`src/rtl/core/fmpl_pkg.sv`:
```
// fmpl_pkg: shared types and constants for the fuel map pulse lookup
// no dependencies
package fmpl_pkg;
  localparam int TableRows = 16;
  localparam int TableCols = 16;
  localparam int EntryBits = 32;
  localparam int FracBits  = 16;
  localparam int RowBits   = $clog2(TableRows);
  localparam int ColBits   = $clog2(TableCols);
  localparam int AddrBits  = RowBits + ColBits;
  localparam int CoordBits = RowBits + FracBits + 1;
  localparam int AccBits   = 48;
  localparam logic [17:0] PulseLimit = 18'd250000;
  localparam logic [12:0] StartNum   = 13'd5734;

  localparam logic [2:0] REG_MIN_MAP    = 3'd0;
  localparam logic [2:0] REG_MAX_MAP    = 3'd1;
  localparam logic [2:0] REG_MIN_RPM    = 3'd2;
  localparam logic [2:0] REG_MAX_RPM    = 3'd3;
  localparam logic [2:0] REG_OPEN_TIME  = 3'd4;
  localparam logic [2:0] REG_GAIN_Q8    = 3'd5;
  localparam logic [2:0] REG_START_REVS = 3'd6;

  localparam logic CMD_WRITE  = 1'b0;
  localparam logic CMD_LOOKUP = 1'b1;

  typedef struct packed {
    logic        start;
    logic [47:0] num;
    logic [47:0] den;
  } div_req_t;

  typedef struct packed {
    logic        busy;
    logic        done;
    logic [47:0] quo;
  } div_rsp_t;
endpackage

```
`src/rtl/core/fmpl_div.sv`:
```
// fmpl_div: shared restoring divider, one quotient bit per cycle
// depends on fmpl_pkg
module fmpl_div import fmpl_pkg::*; (
  input  logic     clk,
  input  logic     rst,
  input  div_req_t req,
  output div_rsp_t rsp
);
  logic [47:0] quo, den;
  logic [48:0] rem;
  logic [5:0]  cnt;
  logic        busy, done;
  logic [48:0] trial;

  assign trial = {rem[47:0], quo[47]};

  always_ff @(posedge clk) begin
    if (rst) begin
      busy <= 1'b0;
      done <= 1'b0;
      cnt  <= '0;
    end else begin
      done <= 1'b0;
      if (req.start) begin
        busy <= 1'b1;
        cnt  <= 6'd47;
      end else if (busy) begin
        if (cnt == 6'd0) begin
          busy <= 1'b0;
          done <= 1'b1;
        end
        cnt <= cnt - 6'd1;
      end
    end
    if (req.start) begin
      quo <= req.num;
      den <= req.den;
      rem <= '0;
    end else if (busy) begin
      if (trial >= {1'b0, den}) begin
        rem <= trial - {1'b0, den};
        quo <= {quo[46:0], 1'b1};
      end else begin
        rem <= trial;
        quo <= {quo[46:0], 1'b0};
      end
    end
  end

  assign rsp.busy = busy;
  assign rsp.done = done;
  assign rsp.quo  = quo;
endmodule

```
`config.mk`:
```
export PLATFORM = sky130hd
export DESIGN_NAME = fmpl_div
export DESIGN_NICKNAME = d
export VERILOG_FILES = /design/src/rtl/core/fmpl_pkg.sv /design/src/rtl/core/fmpl_div.sv
export SDC_FILE = /design/constraint.sdc
export NUM_CORES = 1
export LEC_CHECK = 0
export BUFFER_PORTS_ARGS = -buffer_cell sky130_fd_sc_hd__buf_2
export CAP_MARGIN = 30
export CORE_UTILIZATION = 55
export CTS_BUF_LIST = sky130_fd_sc_hd__clkbuf_8
export CTS_CLUSTER_DIAMETER = 120
export DETAILED_ROUTE_END_ITERATION = 10
export HOLD_SLACK_MARGIN = 0.06
export PLACE_DENSITY_LB_ADDON = 0.1
export SYNTH_ARGS = -nofsm -noshare
export SYNTH_HDL_FRONTEND = slang
export SYNTH_SLANG_ARGS = --single-unit
```
`constraint.sdc`:
```
create_clock -name clk -period 5.05 [get_ports clk]
set_input_delay 0.505 -clock clk [delete_from_list [all_inputs] [get_ports clk]]
set_output_delay 0.505 -clock clk [all_outputs]
set_load 0.03 [all_outputs]
```
==> results.txt <==
* Result of the run: completed
- Vias after detailed routing: 7,415
- Pint: 2.18 mW
* Minimum period implied by the final worst setup slack: 3320 ps
- The cell area that synthesis handed to floorplanning was 9230 um^2.
- Clk sinks: 152
* Final-layout setup total negative slack: 0 ps
* Final HPWL from detailed placement: 15,000 um
* MaxCap Viol Count: 0
- Fin nets: 1,219
- The number of max-slew violations in the final report was 0.
- Routed via count divided by cell count: 5.71
- Maximum clock rate: 301 MHz
* Largest fanout on the critical path: 35
- Wire length on met1: 9830 um
- Setup violations remaining at the end of the flow were counted as 0.
* Synthesized instance count: 953
- The share of total power dissipated in combinational logic is 0.277.
- Final-layout fill cell count: 1,395
- Area post-placement: 9910 um^2
- Area of combinational cells with multiple inputs: 4630 um^2
* Reg-to-reg critical path startpoint: den[14]
* Routed wl met2: 9660 um
- CP Launch Type: flip-flop
* Number of distinct library cells after synthesis: 76
* Filler-free cell count of the finished design: 1,298
- For the pin with the worst max-slew slack, the measured transition is 915 ps.
* Area growth, synth to finish: 12.1%
* Synth warn: 0
- Highest layer used for signal routing: met4
* Global route overflow: 0
* Count of state elements after synthesis: 152
- Clock Skews: 17.8 ps
* Part of the Yosys area used for sequential elements: 0.434
- Longest Clk Path Bufs: 2
- Final critical-path share of the clock period: 0.658
- Initial core utilization: 0.573
* Min-Delay Startpoint: req[0]
- Clock-pin slew was measured on the worst setup and hold paths at 100 ps.
- The initialized floorplan defines 46 standard-cell rows.
* Number of antenna repair diodes: 0
- Final Hold Vio Count: 0
- Root buf cell: sky130_fd_sc_hd__clkbuf_8
- Sw Ratio: 0.355
* Leakage power total: 4.30 nW
- Once layout is complete, the utilization of the core stands at 0.642.
* Wirelength per Cell: 16.0 um
- Top FF cell, synth: sky130_fd_sc_hd__edfxtp_1
- Layout cells sized above 1: 0.241
- Via count of the first global-routing pass: 7,059
- Wire length on met3: 1140 um
* # port buffers: 148
- In this run the standard cell core region covers 16,100 um^2.
* Maximum number of pins on one net before global-route repair: 71
- Clock tree from TritonCTS: built
* Required time reported for the critical path endpoint: 5400 ps
- Relative max-transition margin: 0.390
* Async S/R FF share, synth: 0
- At the worst endpoint, the arrival time is 3670 ps.
- Setup repair after global routing left no endpoint under its margin.
* Length of the first detailed-routing pass in iterations: 7
- The congestion estimate from routability-driven global placement came to 0.894.
* Initial antenna violation count: 0
- Clock insertion delay at the later pin of the skew report: 460 ps
- In this run the remaining antenna-violating nets after routing total 0.
* FF+latch area: 4010 um^2
- Area of all placed cells without fillers: 10,300 um^2
- The setup path with the least slack is of type reg -> reg.
* Worst hold-check path type: in -> reg
* Power density over the cells: 326 nW/um^2
- The H-tree generated during clock tree synthesis spans 4 levels.
- Num ports: 149
- Cts bufs inserted: 17
- Dividing the synthesized area by the synthesized cell count gives 9.68 um^2.
* Number of buffers added to fix hold violations after cts: 0
* GRT Total Usage: 0.244
* Critical path launch point: den[14]
* Switching power: 1.20 mW
- Wires add up to 20,800 um.
- The floorplan step defined a die boundary enclosing 17,300 um^2.
* Share of total power in sequential cells: 0.448
- Number of flops mapped to enable cells by yosys: 96
- From left edge to right edge, the die measures 132 um.
- Kind of end point of the critical path: flip-flop
- Global-route wire length before repair: 34,400 um
- The share of total power dissipated in the clock network is 0.275.
- The number of nets handed over by synthesis was 1,103.
- Largest voltage drop on the vdd net: 0.000196 V
* Setup Buffers After CTS: 0
- Measured along the y axis, the die boundary spans 132 um.
* DP Cell Count: 1,265
* DR DRC count: 0
- DR iter-0 viols: 523
- The number of gates resized after CTS was 0.
## cell usage after synthesis, drive strengths merged, types with 14 or more instances
cell type	n	share of area
a21oi	57	0.032
clkbuf	16	0.0076
nand2	112	0.046
nand3	16	0.0092
nor2	82	0.033
xnor2	25	0.024
o21ai	61	0.034
nor3	20	0.011
mux2	49	0.060
edfxtp	96	0.31
a311oi	31	0.031
xor2	21	0.020
a21o	14	0.011
inv	61	0.025
ha	50	0.068
nand4	22	0.016
buf	41	0.032
dfxtp	56	0.12
## sequential cells by signal, indices dropped and copies added, names as in the netlist
name	cells
done	1
quo	48
den	48
busy	1
cnt	6
rem	48
## area by class of cell
class,instances,area share
multi-input combinational,683,0.447
sequential,152,0.387
timing repair buffer,154,0.0774
tap,216,0.0261
clock buffer,17,0.0226
inverter,61,0.0221
clock inverter,15,0.0173
## layer usage
layer / track usage / vias to the layer above
met4: 0.0620 / 0
met3: 0.0548 / 12
met5: 0 / -
met1: 0.334 / 3494
li1: - / 3699
met2: 0.389 / 210
## cells in the final DEF, fill, tap and decap left out, types with 14 or more instances in the layout
cell,instances
sky130_fd_sc_hd__a21o_1,14
sky130_fd_sc_hd__a21oi_1,55
sky130_fd_sc_hd__a311oi_1,29
sky130_fd_sc_hd__buf_2,147
sky130_fd_sc_hd__clkbuf_8,17
sky130_fd_sc_hd__dfxtp_1,55
sky130_fd_sc_hd__edfxtp_1,96
sky130_fd_sc_hd__ha_1,50
sky130_fd_sc_hd__inv_1,60
sky130_fd_sc_hd__mux2_2,49
sky130_fd_sc_hd__nand2_1,111
sky130_fd_sc_hd__nand3_1,15
sky130_fd_sc_hd__nand4_1,20
sky130_fd_sc_hd__nor2_1,82
sky130_fd_sc_hd__nor3_1,19
sky130_fd_sc_hd__o21ai_0,37
sky130_fd_sc_hd__o21ai_1,22
sky130_fd_sc_hd__xnor2_1,25
sky130_fd_sc_hd__xor2_1,21
## final timing paths
| path | endpoint | slack (ps) | depth (start not counted) |
|---|---|---|---|
| max | rem[33] | 1730 | 11 |
| min | den[0] | 210 | 1 |
| max reg2reg | rem[33] | 1730 | 11 |
| min reg2reg | rem[2] | 500 | 2 |
## power groups by stage
stage	sequential (mW)	combinational, mW	clock (mW)
after global placement	1.54	0.913	0
after detailed placement	1.54	0.919	0
after global routing	1.53	1.03	1.01
after floorplan	1.60	0.652	0
after CTS	1.51	0.926	0.957
final	1.51	0.935	0.928
## critical path: stages, from the launching register on
cell	delay, ps
sky130_fd_sc_hd__edfxtp_1	340
sky130_fd_sc_hd__inv_1	40
sky130_fd_sc_hd__ha_1	470
sky130_fd_sc_hd__nand4_1	190
sky130_fd_sc_hd__nor3_1	500
sky130_fd_sc_hd__nand4_1	130
sky130_fd_sc_hd__nor4_1	200
sky130_fd_sc_hd__a211oi_1	110
sky130_fd_sc_hd__nand2_2	520
sky130_fd_sc_hd__buf_4	310
sky130_fd_sc_hd__nand2_1	80
sky130_fd_sc_hd__a311oi_1	300
## through the flow
step | hold slack (ps) | power, mW | setup slack, ps
finish | 211 | 3.37 | 1730
floorplan | 444 | 2.26 | 2360
CTS | 178 | 3.39 | 1780
global route | 174 | 3.56 | 1380
global placement | 466 | 2.45 | 1880
detailed placement | 485 | 2.46 | 1800
## cells by family (layout without fill, tap and decap cells)
kind of cell    after synthesis  count (layout)  synth area share
mux                          50              50            0.0609
fa+ha+maj                    51              51            0.0700
simple gates                298             298             0.150
xor+xnor                     46              46            0.0437
compound gates              238             238             0.177
buf+inv                     118             247            0.0645
flops                       152             152             0.434
(Power assumes the default switching activity.)
